--- src/hdl/table_linear_interpolator_assert.svh ---
// Assertion macros used by the interpolator RTL.
`ifndef TABLE_LINEAR_INTERPOLATOR_ASSERT_SVH
`define TABLE_LINEAR_INTERPOLATOR_ASSERT_SVH

// Check a consequence in the same cycle as its trigger.
`define TLI_ASSERT_SAME(label, ante, cons) \
   label: assert property (@(posedge clock) disable iff (reset) (ante) |-> (cons)) \
      else $error("table_linear_interpolator: same-cycle check failed");

// Check a consequence in the cycle after its trigger.
`define TLI_ASSERT_NEXT(label, ante, cons) \
   label: assert property (@(posedge clock) disable iff (reset) (ante) |=> (cons)) \
      else $error("table_linear_interpolator: next-cycle check failed");

`endif

--- src/hdl/tli_pkg.sv ---
// Shared constants, types and codes of the table linear interpolator.
package tli_pkg;

   // Table geometry
   localparam int TABLE_DEPTH = 64;
   localparam int ADDR_W      = (TABLE_DEPTH > 1) ? $clog2(TABLE_DEPTH) : 1;
   localparam int CNT_W       = $clog2(TABLE_DEPTH + 1);

   // Field widths
   localparam int KEY_W       = 16;
   localparam int VAL_W       = 16;
   localparam int INDEX_W     = 6;
   localparam int COUNT_CFG_W = 7;
   localparam int STATUS_W    = 3;
   localparam int ENTRY_W     = KEY_W + VAL_W;
   localparam int REQ_DATA_W  = 40;
   localparam int RSP_DATA_W  = 16;

   // Serial divider sizing: quotient is known to stay below 2^17
   localparam int DIV_N_W   = 34;
   localparam int DIV_D_W   = 17;
   localparam int DIV_Q_W   = 17;
   localparam int DIV_CNT_W = $clog2(DIV_Q_W + 1);

   typedef logic [ADDR_W-1:0]    addr_type;
   typedef logic [CNT_W-1:0]     count_type;
   typedef logic [DIV_CNT_W-1:0] div_count_type;
   typedef logic [STATUS_W-1:0]  status_type;

   // Result status codes
   localparam status_type ST_LOADED        = 3'd0;
   localparam status_type ST_EXACT         = 3'd1;
   localparam status_type ST_INTERP        = 3'd2;
   localparam status_type ST_OUT_OF_BOUNDS = 3'd3;
   localparam status_type ST_EMPTY         = 3'd4;

   // Operation codes
   localparam logic OP_LOAD  = 1'b0;
   localparam logic OP_QUERY = 1'b1;

   // Divider status toward the sequencer
   typedef struct packed {
      logic               busy;
      logic               done;
      logic [DIV_Q_W-1:0] quotient;
   } div_result_type;

endpackage

--- src/hdl/tli_ram.sv ---
// Generic single-write, single-read synchronous RAM with registered read data.
module tli_ram #(
   parameter int WIDTH  = 32,
   parameter int DEPTH  = 64,
   parameter int ADDR_W = (DEPTH > 1) ? $clog2(DEPTH) : 1
) (
   input  logic              clock,
   input  logic              wr_en,
   input  logic [ADDR_W-1:0] wr_addr,
   input  logic [WIDTH-1:0]  wr_data,
   input  logic              rd_en,
   input  logic [ADDR_W-1:0] rd_addr,
   output logic [WIDTH-1:0]  rd_data
);

   logic [WIDTH-1:0] mem [DEPTH];
   logic [WIDTH-1:0] rd_data_ff;

   // Write port and registered read port
   always_ff @(posedge clock) begin
      if (wr_en) begin
         mem[wr_addr] <= wr_data;
      end
      if (rd_en) begin
         rd_data_ff <= mem[rd_addr];
      end
   end

   assign rd_data = rd_data_ff;

endmodule

--- src/hdl/tli_divider.sv ---
// Restoring serial divider, one quotient bit per cycle.
module tli_divider (
   input  logic                          clock,
   input  logic                          reset,
   input  logic                          start,
   input  logic [tli_pkg::DIV_N_W-1:0]   dividend,
   input  logic [tli_pkg::DIV_D_W-1:0]   divisor,
   output tli_pkg::div_result_type       result
);

   logic [tli_pkg::DIV_D_W-1:0] rem_ff, rem_in;
   logic [tli_pkg::DIV_Q_W-1:0] low_ff, low_in;
   logic [tli_pkg::DIV_D_W-1:0] den_ff, den_in;
   tli_pkg::div_count_type      cnt_ff, cnt_in;
   logic                        busy_ff, busy_in;
   logic                        done_ff, done_in;

   logic [tli_pkg::DIV_D_W:0]   trial;
   logic [tli_pkg::DIV_D_W:0]   diff;
   logic                        fits;

   // Shift in the next dividend bit and trial-subtract the divisor
   assign trial = {rem_ff, low_ff[tli_pkg::DIV_Q_W-1]};
   assign diff  = trial - {1'b0, den_ff};
   assign fits  = !diff[tli_pkg::DIV_D_W];

   always_comb begin
      rem_in  = rem_ff;
      low_in  = low_ff;
      den_in  = den_ff;
      cnt_in  = cnt_ff;
      busy_in = busy_ff;
      done_in = 1'b0;
      if (start) begin
         // High part is already below the divisor, so only the low bits iterate
         rem_in  = dividend[tli_pkg::DIV_N_W-1 -: tli_pkg::DIV_D_W];
         low_in  = dividend[tli_pkg::DIV_Q_W-1:0];
         den_in  = divisor;
         cnt_in  = tli_pkg::div_count_type'(tli_pkg::DIV_Q_W);
         busy_in = 1'b1;
      end else if (busy_ff) begin
         rem_in = fits ? diff[tli_pkg::DIV_D_W-1:0] : trial[tli_pkg::DIV_D_W-1:0];
         low_in = {low_ff[tli_pkg::DIV_Q_W-2:0], fits};
         cnt_in = cnt_ff - tli_pkg::div_count_type'(1);
         if (cnt_ff == tli_pkg::div_count_type'(1)) begin
            busy_in = 1'b0;
            done_in = 1'b1;
         end
      end
   end

   // Control state
   always_ff @(posedge clock) begin
      if (reset) begin
         busy_ff <= 1'b0;
         done_ff <= 1'b0;
         cnt_ff  <= '0;
      end else begin
         busy_ff <= busy_in;
         done_ff <= done_in;
         cnt_ff  <= cnt_in;
      end
   end

   // Datapath
   always_ff @(posedge clock) begin
      rem_ff <= rem_in;
      low_ff <= low_in;
      den_ff <= den_in;
   end

   assign result.busy     = busy_ff;
   assign result.done     = done_ff;
   assign result.quotient = low_ff;

endmodule

--- src/hdl/table_linear_interpolator.sv ---
// Piecewise linear interpolation table: sequencer, table RAM and divider.
//
// Channels: req_* carries load and query words, rsp_* returns one result word
// for each request, csr_* writes entries_in_use (always ready).
// A load (req_tuser = 0) writes one (key, value) pair into the table RAM and
// answers status 0 through the emit step.
// A query (req_tuser = 1) reads the first n = min(entries_in_use, depth) slots
// from the table RAM, one per cycle, tracking least and greatest key, first
// exact match and the bracketing keys in the same pass. A miss inside the
// bounds then runs one 17x17 multiply and a 17-step serial divider.
// A query goes from the scan to the evaluate and emit steps on reject or exact
// match, and through the multiply, start and divide steps when it interpolates;
// an empty table goes to emit at once. One request is in work at a time.
// The result register frees the sequencer: a new request is accepted while
// the previous result still waits for rsp_tready. A stalled receiver holds
// the finished result in the emit step until the result register drains.
// Reset clears the sequencer, the result valid and entries_in_use; table
// contents are undefined until loaded.
module table_linear_interpolator (
   input  logic                              clock,
   input  logic                              reset,
   // Request stream
   input  logic                              req_tvalid,
   output logic                              req_tready,
   // [5:0] entry_index, [21:6] key_in, [37:22] value_in, [39:38] zero
   input  logic [tli_pkg::REQ_DATA_W-1:0]    req_tdata,
   // [0] operation
   input  logic [0:0]                        req_tuser,
   // Result stream
   output logic                              rsp_tvalid,
   input  logic                              rsp_tready,
   // [15:0] value_out
   output logic [tli_pkg::RSP_DATA_W-1:0]    rsp_tdata,
   // [2:0] status
   output logic [tli_pkg::STATUS_W-1:0]      rsp_tuser,
   // Configuration write
   input  logic                              csr_valid,
   output logic                              csr_ready,
   input  logic [tli_pkg::COUNT_CFG_W-1:0]   csr_data
);

   // Sequencer states
   localparam logic [2:0] S_IDLE  = 3'd0;
   localparam logic [2:0] S_SCAN  = 3'd1;
   localparam logic [2:0] S_EVAL  = 3'd2;
   localparam logic [2:0] S_MUL   = 3'd3;
   localparam logic [2:0] S_START = 3'd4;
   localparam logic [2:0] S_DIV   = 3'd5;
   localparam logic [2:0] S_EMIT  = 3'd6;

   // Request fields
   logic                                req_op;
   logic [tli_pkg::INDEX_W-1:0]         req_index;
   logic signed [tli_pkg::KEY_W-1:0]    req_key;
   logic signed [tli_pkg::VAL_W-1:0]    req_val;

   assign req_op    = req_tuser[0];
   assign req_index = req_tdata[tli_pkg::INDEX_W-1:0];
   assign req_key   = req_tdata[tli_pkg::INDEX_W +: tli_pkg::KEY_W];
   assign req_val   = req_tdata[tli_pkg::INDEX_W+tli_pkg::KEY_W +: tli_pkg::VAL_W];

   // Registers
   logic [2:0]                          state_ff, state_in;
   logic [tli_pkg::COUNT_CFG_W-1:0]     entries_ff, entries_in;
   tli_pkg::count_type                  n_ff, n_in;
   tli_pkg::count_type                  rd_addr_ff, rd_addr_in;
   logic                                rdv_ff, rdv_in;
   logic                                first_ff, first_in;
   logic signed [tli_pkg::KEY_W-1:0]    q_ff, q_in;
   logic signed [tli_pkg::KEY_W-1:0]    kmin_ff, kmin_in;
   logic signed [tli_pkg::KEY_W-1:0]    kmax_ff, kmax_in;
   logic                                have_x_ff, have_x_in;
   logic signed [tli_pkg::VAL_W-1:0]    xv_ff, xv_in;
   logic                                have_a_ff, have_a_in;
   logic signed [tli_pkg::KEY_W-1:0]    a_ff, a_in;
   logic signed [tli_pkg::VAL_W-1:0]    va_ff, va_in;
   logic                                have_c_ff, have_c_in;
   logic signed [tli_pkg::KEY_W-1:0]    c_ff, c_in;
   logic signed [tli_pkg::VAL_W-1:0]    vc_ff, vc_in;
   logic signed [16:0]                  dq_ff, dq_in;
   logic signed [16:0]                  dv_ff, dv_in;
   logic [15:0]                         den_ff, den_in;
   logic signed [33:0]                  prod_ff, prod_in;
   logic                                neg_ff, neg_in;
   logic [tli_pkg::RSP_DATA_W-1:0]      pend_value_ff, pend_value_in;
   tli_pkg::status_type                 pend_status_ff, pend_status_in;
   logic                                rsp_valid_ff, rsp_valid_in;
   logic [tli_pkg::RSP_DATA_W-1:0]      rsp_value_ff, rsp_value_in;
   tli_pkg::status_type                 rsp_status_ff, rsp_status_in;

   // Table RAM and divider hookup
   logic                                ram_wr_en;
   logic                                ram_rd_en;
   logic [tli_pkg::ENTRY_W-1:0]         ram_rd_data;
   logic signed [tli_pkg::KEY_W-1:0]    rd_key;
   logic signed [tli_pkg::VAL_W-1:0]    rd_val;
   logic                                div_start;
   logic [tli_pkg::DIV_N_W-1:0]         div_dividend;
   logic [tli_pkg::DIV_D_W-1:0]         div_divisor;
   tli_pkg::div_result_type             div_res;

   // Combinational helpers
   tli_pkg::count_type                  n_sel;
   logic                                more_reads;
   logic [33:0]                         prod_mag;
   logic signed [18:0]                  quo_signed;
   logic signed [18:0]                  res_sum;
   logic [tli_pkg::RSP_DATA_W-1:0]      res_sat;
   logic signed [16:0]                  dq_w;
   logic signed [16:0]                  dv_w;
   logic signed [16:0]                  den_w;

   assign rd_key = ram_rd_data[tli_pkg::KEY_W-1:0];
   assign rd_val = ram_rd_data[tli_pkg::ENTRY_W-1:tli_pkg::KEY_W];

   tli_ram #(
      .WIDTH (tli_pkg::ENTRY_W),
      .DEPTH (tli_pkg::TABLE_DEPTH)
   ) u_table (
      .clock   (clock),
      .wr_en   (ram_wr_en),
      .wr_addr (tli_pkg::addr_type'(req_index)),
      .wr_data ({req_val, req_key}),
      .rd_en   (ram_rd_en),
      .rd_addr (rd_addr_ff[tli_pkg::ADDR_W-1:0]),
      .rd_data (ram_rd_data)
   );

   tli_divider u_div (
      .clock    (clock),
      .reset    (reset),
      .start    (div_start),
      .dividend (div_dividend),
      .divisor  (div_divisor),
      .result   (div_res)
   );

   // Clamp the scan count to the table depth
   assign n_sel = (int'(entries_ff) > tli_pkg::TABLE_DEPTH) ?
                  tli_pkg::count_type'(tli_pkg::TABLE_DEPTH) :
                  tli_pkg::count_type'(entries_ff);
   assign more_reads = (rd_addr_ff < n_ff);

   // Bracket differences
   assign dq_w  = {q_ff[15], q_ff} - {a_ff[15], a_ff};
   assign dv_w  = {vc_ff[15], vc_ff} - {va_ff[15], va_ff};
   assign den_w = {c_ff[15], c_ff} - {a_ff[15], a_ff};

   // Round half away from zero: (2|num| + den) / (2 den)
   assign prod_mag     = neg_ff ? (34'd0 - prod_ff) : prod_ff;
   assign div_dividend = {1'b0, prod_mag[31:0], 1'b0} + {18'd0, den_ff};
   assign div_divisor  = {den_ff, 1'b0};

   // Apply sign, add the lower value and saturate
   assign quo_signed = neg_ff ? (19'sd0 - $signed({2'b00, div_res.quotient}))
                              : $signed({2'b00, div_res.quotient});
   assign res_sum    = {{3{va_ff[15]}}, va_ff} + quo_signed;
   always_comb begin
      if (res_sum > 19'sd32767) begin
         res_sat = 16'h7FFF;
      end else if (res_sum < -19'sd32768) begin
         res_sat = 16'h8000;
      end else begin
         res_sat = res_sum[15:0];
      end
   end

   // Sequencer
   always_comb begin
      state_in       = state_ff;
      n_in           = n_ff;
      rd_addr_in     = rd_addr_ff;
      rdv_in         = rdv_ff;
      first_in       = first_ff;
      q_in           = q_ff;
      kmin_in        = kmin_ff;
      kmax_in        = kmax_ff;
      have_x_in      = have_x_ff;
      xv_in          = xv_ff;
      have_a_in      = have_a_ff;
      a_in           = a_ff;
      va_in          = va_ff;
      have_c_in      = have_c_ff;
      c_in           = c_ff;
      vc_in          = vc_ff;
      dq_in          = dq_ff;
      dv_in          = dv_ff;
      den_in         = den_ff;
      prod_in        = prod_ff;
      neg_in         = neg_ff;
      pend_value_in  = pend_value_ff;
      pend_status_in = pend_status_ff;
      rsp_valid_in   = rsp_valid_ff;
      rsp_value_in   = rsp_value_ff;
      rsp_status_in  = rsp_status_ff;
      ram_wr_en      = 1'b0;
      ram_rd_en      = 1'b0;
      div_start      = 1'b0;

      // Drop the result word once taken
      if (rsp_valid_ff && rsp_tready) begin
         rsp_valid_in = 1'b0;
      end

      unique case (state_ff)
         S_IDLE: begin
            if (req_tvalid) begin
               if (req_op == tli_pkg::OP_LOAD) begin
                  ram_wr_en      = (int'(req_index) < tli_pkg::TABLE_DEPTH);
                  pend_value_in  = '0;
                  pend_status_in = tli_pkg::ST_LOADED;
                  state_in       = S_EMIT;
               end else if (n_sel == '0) begin
                  pend_value_in  = '0;
                  pend_status_in = tli_pkg::ST_EMPTY;
                  state_in       = S_EMIT;
               end else begin
                  q_in       = req_key;
                  n_in       = n_sel;
                  rd_addr_in = '0;
                  rdv_in     = 1'b0;
                  first_in   = 1'b1;
                  have_x_in  = 1'b0;
                  have_a_in  = 1'b0;
                  have_c_in  = 1'b0;
                  state_in   = S_SCAN;
               end
            end
         end
         S_SCAN: begin
            // Issue the next read
            if (more_reads) begin
               ram_rd_en  = 1'b1;
               rd_addr_in = rd_addr_ff + tli_pkg::count_type'(1);
            end
            rdv_in = more_reads;
            // Fold the entry read last cycle into the trackers
            if (rdv_ff) begin
               first_in = 1'b0;
               if (first_ff) begin
                  kmin_in = rd_key;
                  kmax_in = rd_key;
               end else begin
                  if (rd_key < kmin_ff) begin
                     kmin_in = rd_key;
                  end
                  if (rd_key > kmax_ff) begin
                     kmax_in = rd_key;
                  end
               end
               if (!have_x_ff && rd_key == q_ff) begin
                  have_x_in = 1'b1;
                  xv_in     = rd_val;
               end
               if (rd_key < q_ff && (!have_a_ff || rd_key > a_ff)) begin
                  have_a_in = 1'b1;
                  a_in      = rd_key;
                  va_in     = rd_val;
               end
               if (rd_key > q_ff && (!have_c_ff || rd_key < c_ff)) begin
                  have_c_in = 1'b1;
                  c_in      = rd_key;
                  vc_in     = rd_val;
               end
            end
            if (!more_reads && !rdv_ff) begin
               state_in = S_EVAL;
            end
         end
         S_EVAL: begin
            if (q_ff < kmin_ff || q_ff > kmax_ff) begin
               pend_value_in  = '0;
               pend_status_in = tli_pkg::ST_OUT_OF_BOUNDS;
               state_in       = S_EMIT;
            end else if (have_x_ff) begin
               pend_value_in  = xv_ff;
               pend_status_in = tli_pkg::ST_EXACT;
               state_in       = S_EMIT;
            end else if (!(have_a_ff && have_c_ff)) begin
               pend_value_in  = '0;
               pend_status_in = tli_pkg::ST_OUT_OF_BOUNDS;
               state_in       = S_EMIT;
            end else begin
               dq_in    = dq_w;
               dv_in    = dv_w;
               den_in   = den_w[15:0];
               state_in = S_MUL;
            end
         end
         S_MUL: begin
            prod_in  = 34'(dq_ff) * 34'(dv_ff);
            neg_in   = dv_ff[16];
            state_in = S_START;
         end
         S_START: begin
            div_start = 1'b1;
            state_in  = S_DIV;
         end
         S_DIV: begin
            if (div_res.done) begin
               pend_value_in  = res_sat;
               pend_status_in = tli_pkg::ST_INTERP;
               state_in       = S_EMIT;
            end
         end
         S_EMIT: begin
            // Hold until the result register is free
            if (!rsp_valid_ff || rsp_tready) begin
               rsp_valid_in  = 1'b1;
               rsp_value_in  = pend_value_ff;
               rsp_status_in = pend_status_ff;
               state_in      = S_IDLE;
            end
         end
         default: begin
            state_in = S_IDLE;
         end
      endcase
   end

   // Configuration register
   assign entries_in = csr_valid ? csr_data : entries_ff;

   // Control state
   always_ff @(posedge clock) begin
      if (reset) begin
         state_ff     <= S_IDLE;
         rsp_valid_ff <= 1'b0;
         entries_ff   <= '0;
      end else begin
         state_ff     <= state_in;
         rsp_valid_ff <= rsp_valid_in;
         entries_ff   <= entries_in;
      end
   end

   // Datapath
   always_ff @(posedge clock) begin
      n_ff           <= n_in;
      rd_addr_ff     <= rd_addr_in;
      rdv_ff         <= rdv_in;
      first_ff       <= first_in;
      q_ff           <= q_in;
      kmin_ff        <= kmin_in;
      kmax_ff        <= kmax_in;
      have_x_ff      <= have_x_in;
      xv_ff          <= xv_in;
      have_a_ff      <= have_a_in;
      a_ff           <= a_in;
      va_ff          <= va_in;
      have_c_ff      <= have_c_in;
      c_ff           <= c_in;
      vc_ff          <= vc_in;
      dq_ff          <= dq_in;
      dv_ff          <= dv_in;
      den_ff         <= den_in;
      prod_ff        <= prod_in;
      neg_ff         <= neg_in;
      pend_value_ff  <= pend_value_in;
      pend_status_ff <= pend_status_in;
      rsp_value_ff   <= rsp_value_in;
      rsp_status_ff  <= rsp_status_in;
   end

   // Ports
   assign req_tready = (state_ff == S_IDLE);
   assign rsp_tvalid = rsp_valid_ff;
   assign rsp_tdata  = rsp_value_ff;
   assign rsp_tuser  = rsp_status_ff;
   assign csr_ready  = 1'b1;

   // Assertions
   logic load_fire;
   logic empty_fire;

   assign load_fire  = req_tvalid && req_tready && req_op == tli_pkg::OP_LOAD;
   assign empty_fire = req_tvalid && req_tready && req_op == tli_pkg::OP_QUERY && n_sel == '0;

`include "table_linear_interpolator_assert.svh"

   `TLI_ASSERT_SAME(a_div_free_at_start, state_ff == S_START, !div_res.busy)
   `TLI_ASSERT_SAME(a_div_done_in_wait, div_res.done, state_ff == S_DIV)
   `TLI_ASSERT_NEXT(a_load_answers, load_fire, state_ff == S_EMIT && pend_status_ff == tli_pkg::ST_LOADED)
   `TLI_ASSERT_NEXT(a_empty_answers, empty_fire, state_ff == S_EMIT && pend_status_ff == tli_pkg::ST_EMPTY)

endmodule

--- config.mk ---
export PLATFORM = sky130hd
export DESIGN_NAME = table_linear_interpolator
export DESIGN_NICKNAME = d
export VERILOG_FILES = /design/src/hdl/tli_pkg.sv /design/src/hdl/tli_ram.sv /design/src/hdl/tli_divider.sv /design/src/hdl/table_linear_interpolator.sv
export VERILOG_INCLUDE_DIRS = /design/src /design/src/hdl
export SDC_FILE = /design/constraint.sdc
export NUM_CORES = 2
export LEC_CHECK = 0
export BUFFER_PORTS_ARGS = -buffer_cell sky130_fd_sc_hd__buf_2
export CAP_MARGIN = 20
export CORE_MARGIN = 2
export CORE_UTILIZATION = 60
export CTS_CLUSTER_SIZE = 12
export DETAILED_ROUTE_END_ITERATION = 16
export GPL_ROUTABILITY_DRIVEN = 1
export PLACE_DENSITY = 0.76
export SLEW_MARGIN = 0
export SYNTH_ARGS = -nofsm -noshare
export SYNTH_HDL_FRONTEND = slang
export SYNTH_SLANG_ARGS = --single-unit
--- constraint.sdc ---
create_clock -name clock -period 7.9 [get_ports clock]
set_input_delay 0.395 -clock clock [delete_from_list [all_inputs] [get_ports clock]]
set_output_delay 0.395 -clock clock [all_outputs]
set_load 0.02 [all_outputs]
==> impl_metrics.ini <==
[finish]
nets = 6809
seqCellArea_sq_mm = 0.0724
utilization = 0.667
final_cell_mix = edfxtp_1, mux4_2, inv_1, ha_1, fa_1
drive_above_1_share = 0.199
final.fill_count = 11400
area_growth_pct = 10.7
multiInputGateArea_sq_mm = 0.0344
final_common_cell = edfxtp_1
fin_area_sq_mm = 0.120

[timing]
slew_viol_final = 0
clock_skew_ps = 66.2
fin_crit_ps = 7030
maxSlewHeadroom = 0.257
hold_violations = 0
rsz0062_at_grt = no
fmax_ghz = 0.142
final.period_utilization = 0.889
setup_viol = 0
setup_tns_ps = 0
worstMarginPinSlew_ps = 1110

[global_routing]
grt_pass1_wl_microns = 396000
grt_overflow_total = 0
grt_use_total = 0.298
antenna_found_initial = 16
grt_pass1_vias = 58500
grt_start_max_net_pins = 131

[power]
p_sw_frac = 0.288
seq_power_share = 0.448
p_comb_frac = 0.257
vdd_drop_max_v = 0.000309
power_density_mw_per_mm2 = 282
p_leak_nw = 41.2
internal_power_mw = 24.1
p_sw_mw = 9.75
pwr-share-clk = 0.296

[placement]
gp_congestion = 0.920
place_hpwl_microns = 155000
dpl-instance-area_sq_mm = 0.113
numPortBuffers = 71

[die]
pin_count = 75
dieArea_sq_mm = 0.185
fp-row-count = 156
core_sq_mm = 0.181
die_w_microns = 430
die_h_microns = 430
initial_core_util = 0.603

[clock_tree]
cts.path.max_buffers = 3
cts_tree = yes
clk_pin_slew_ps = 60
clk_latency_ps = 880
cts.sinks = 2416
clockRootBuffer = clkbuf_16
post_cts_resized = 0
numCtsBuffers = 233
cts.htree.levels = 4

[yosys]
netlist_area_sq_mm = 0.109
synth-seq-cells = 2416
syn-num-nets = 6537
synth_seq_area_share = 0.665
yosys_warnings = 0
synthArstFlopShare = 0
synth_edf_count = 2398
syn_avg_cell_area_sq_um = 18.4
synth.distinct_cells = 75
netlist_instances = 5898
yosys_most_used_dff = edfxtp_1

[outcome]
outcome = finished, final reports clean

[setup_path]
critPathKind = register to register
arrival_ps = 7600
cp-end-kind = register
critPathMaxFanout = 6
critPathRequiredTime_ps = 8470
start_kind = register

[routing]
drc = 0
routed_wl_microns = 272000
ant_nets = 0
vias = 57000
drt_pass1_iterations = 5
viasPerCell = 6.59
drt-wirelength-per-cell_microns = 31.4
drtIter0Drc = 6697

[run]
max_cap_violations = 0

[hold_path]
hp-class = primary input to register
repair_timing:
action                    in CTS  in global routing
hold endpoints to repair       9                180
setup buffers                  0                  0
hold buffers                  16                 18
synth_stat cells, types with 16 or more instances:
cell / number / area (sq um)
and2_1: 146 / 913
edfxtp_1: 2398 / 72000
clkbuf_1: 182 / 683
mux2i_1: 34 / 340
mux4_2: 672 / 15100
inv_1: 469 / 1760
nand4_1: 24 / 150
xnor2_1: 130 / 1140
nor2_1: 210 / 788
fa_1: 288 / 5770
a21o_1: 54 / 405
nand2b_1: 38 / 238
ha_1: 298 / 3730
xor2_1: 58 / 508
nand3_1: 38 / 190
nor3_1: 37 / 185
nand2_1: 256 / 961
o21ai_0: 81 / 405
o31ai_1: 17 / 128
o21a_1: 28 / 210
buf_1: 38 / 143
dfxtp_1: 18 / 360
a21oi_1: 106 / 531
or3_1: 25 / 156
o41ai_1: 16 / 140
nor2b_1: 39 / 244
flip-flops by register name, indices dropped and copies added, names as in the netlist, 16 cells and up:
name             flops
dq_ff               17
u_div.low_ff        17
kmax_ff             16
prod_ff             32
q_ff                16
a_ff                16
vc_ff               16
xv_ff               16
u_div.rem_ff        17
rsp_tdata           16
pend_value_ff       16
va_ff               16
u_table.mem       2048
u_table.rd_data     32
u_div.den_ff        16
dv_ff               17
den_ff              16
c_ff                16
kmin_ff             16
worst paths after layout:
check / startpoint / endpoint / slack [ps] / cells after the start
worst max-delay path: dq_ff[16] / prod_ff[31] / 870 / 23
worst min-delay path: req_tdata[13] / u_table.mem[59][7] / 20 / 1
worst max register to register: dq_ff[16] / prod_ff[31] / 870 / 23
worst min register to register: pend_value_ff[10] / rsp_tdata[10] / 420 / 0
power groups by stage:
stage                     combinational [mW]  clock, mW  sequential (mW)
final                                   8.70       10.0             15.2
after global routing                    9.34       10.5             15.2
after CTS                               8.69       10.1             15.2
after detailed placement                8.55          0             15.4
after global placement                  8.38          0             15.4
after floorplan                         6.01          0             15.3
critical path: stages, from the launching register on:
cell	delay (ps)
edfxtp_1	450
nand2_1	150
inv_1	100
fa_1	700
inv_1	150
fa_1	580
inv_1	310
fa_1	510
fa_1	500
fa_1	490
inv_1	50
fa_1	500
inv_1	50
ha_1	380
nand2_1	100
or4_1	570
nor3_1	170
nand3_1	100
nand2_1	220
o31a_1	200
o41ai_1	110
o21bai_1	150
a21oi_1	100
xnor2_1	130
final cells by class:
cell class	instances	share of cell area
flip-flops and latches	2416	0.601
inverters	470	0.0147
repair buffers	259	0.0191
well taps	2370	0.0246
clock inverters	51	0.00398
multi-input cells	2790	0.285
clock buffers	290	0.0508
diodes	11	0.000229
cell families after synthesis:
| kind of cell | Yosys count | share of synthesized area |
|---|---|---|
| flops | 2416 | 0.665 |
| buf+inv | 692 | 0.0239 |
| other cells | 1 | 0.0000345 |
| simple gates | 877 | 0.0397 |
| fa+ha+maj | 586 | 0.0873 |
| compound gates | 430 | 0.0263 |
| mux | 708 | 0.142 |
| xor+xnor | 188 | 0.0151 |
stage by stage:
step | setup slack, ps | std cells | hold WS [ps] | total power, mW
final | 875 | 8657 | 19.0 | 33.9
after CTS | 890 | 8603 | 19.6 | 34.0
after global routing | 553 | 8653 | 6.92 | 35.1
after global placement | 957 | 8246 | 404 | 23.8
after detailed placement | 926 | 8246 | 406 | 24.0
after floorplan | 1470 | 5898 | 400 | 21.3
routing by layer:
metal	GRT usage	routed length, microns	up-vias
met1	0.396	99100	29800
li1	-	-	23400
met2	0.499	138000	3161
met3	0.0498	22900	599
met5	0	58	-
met4	0.119	12000	8
(Power assumes the default switching activity.)
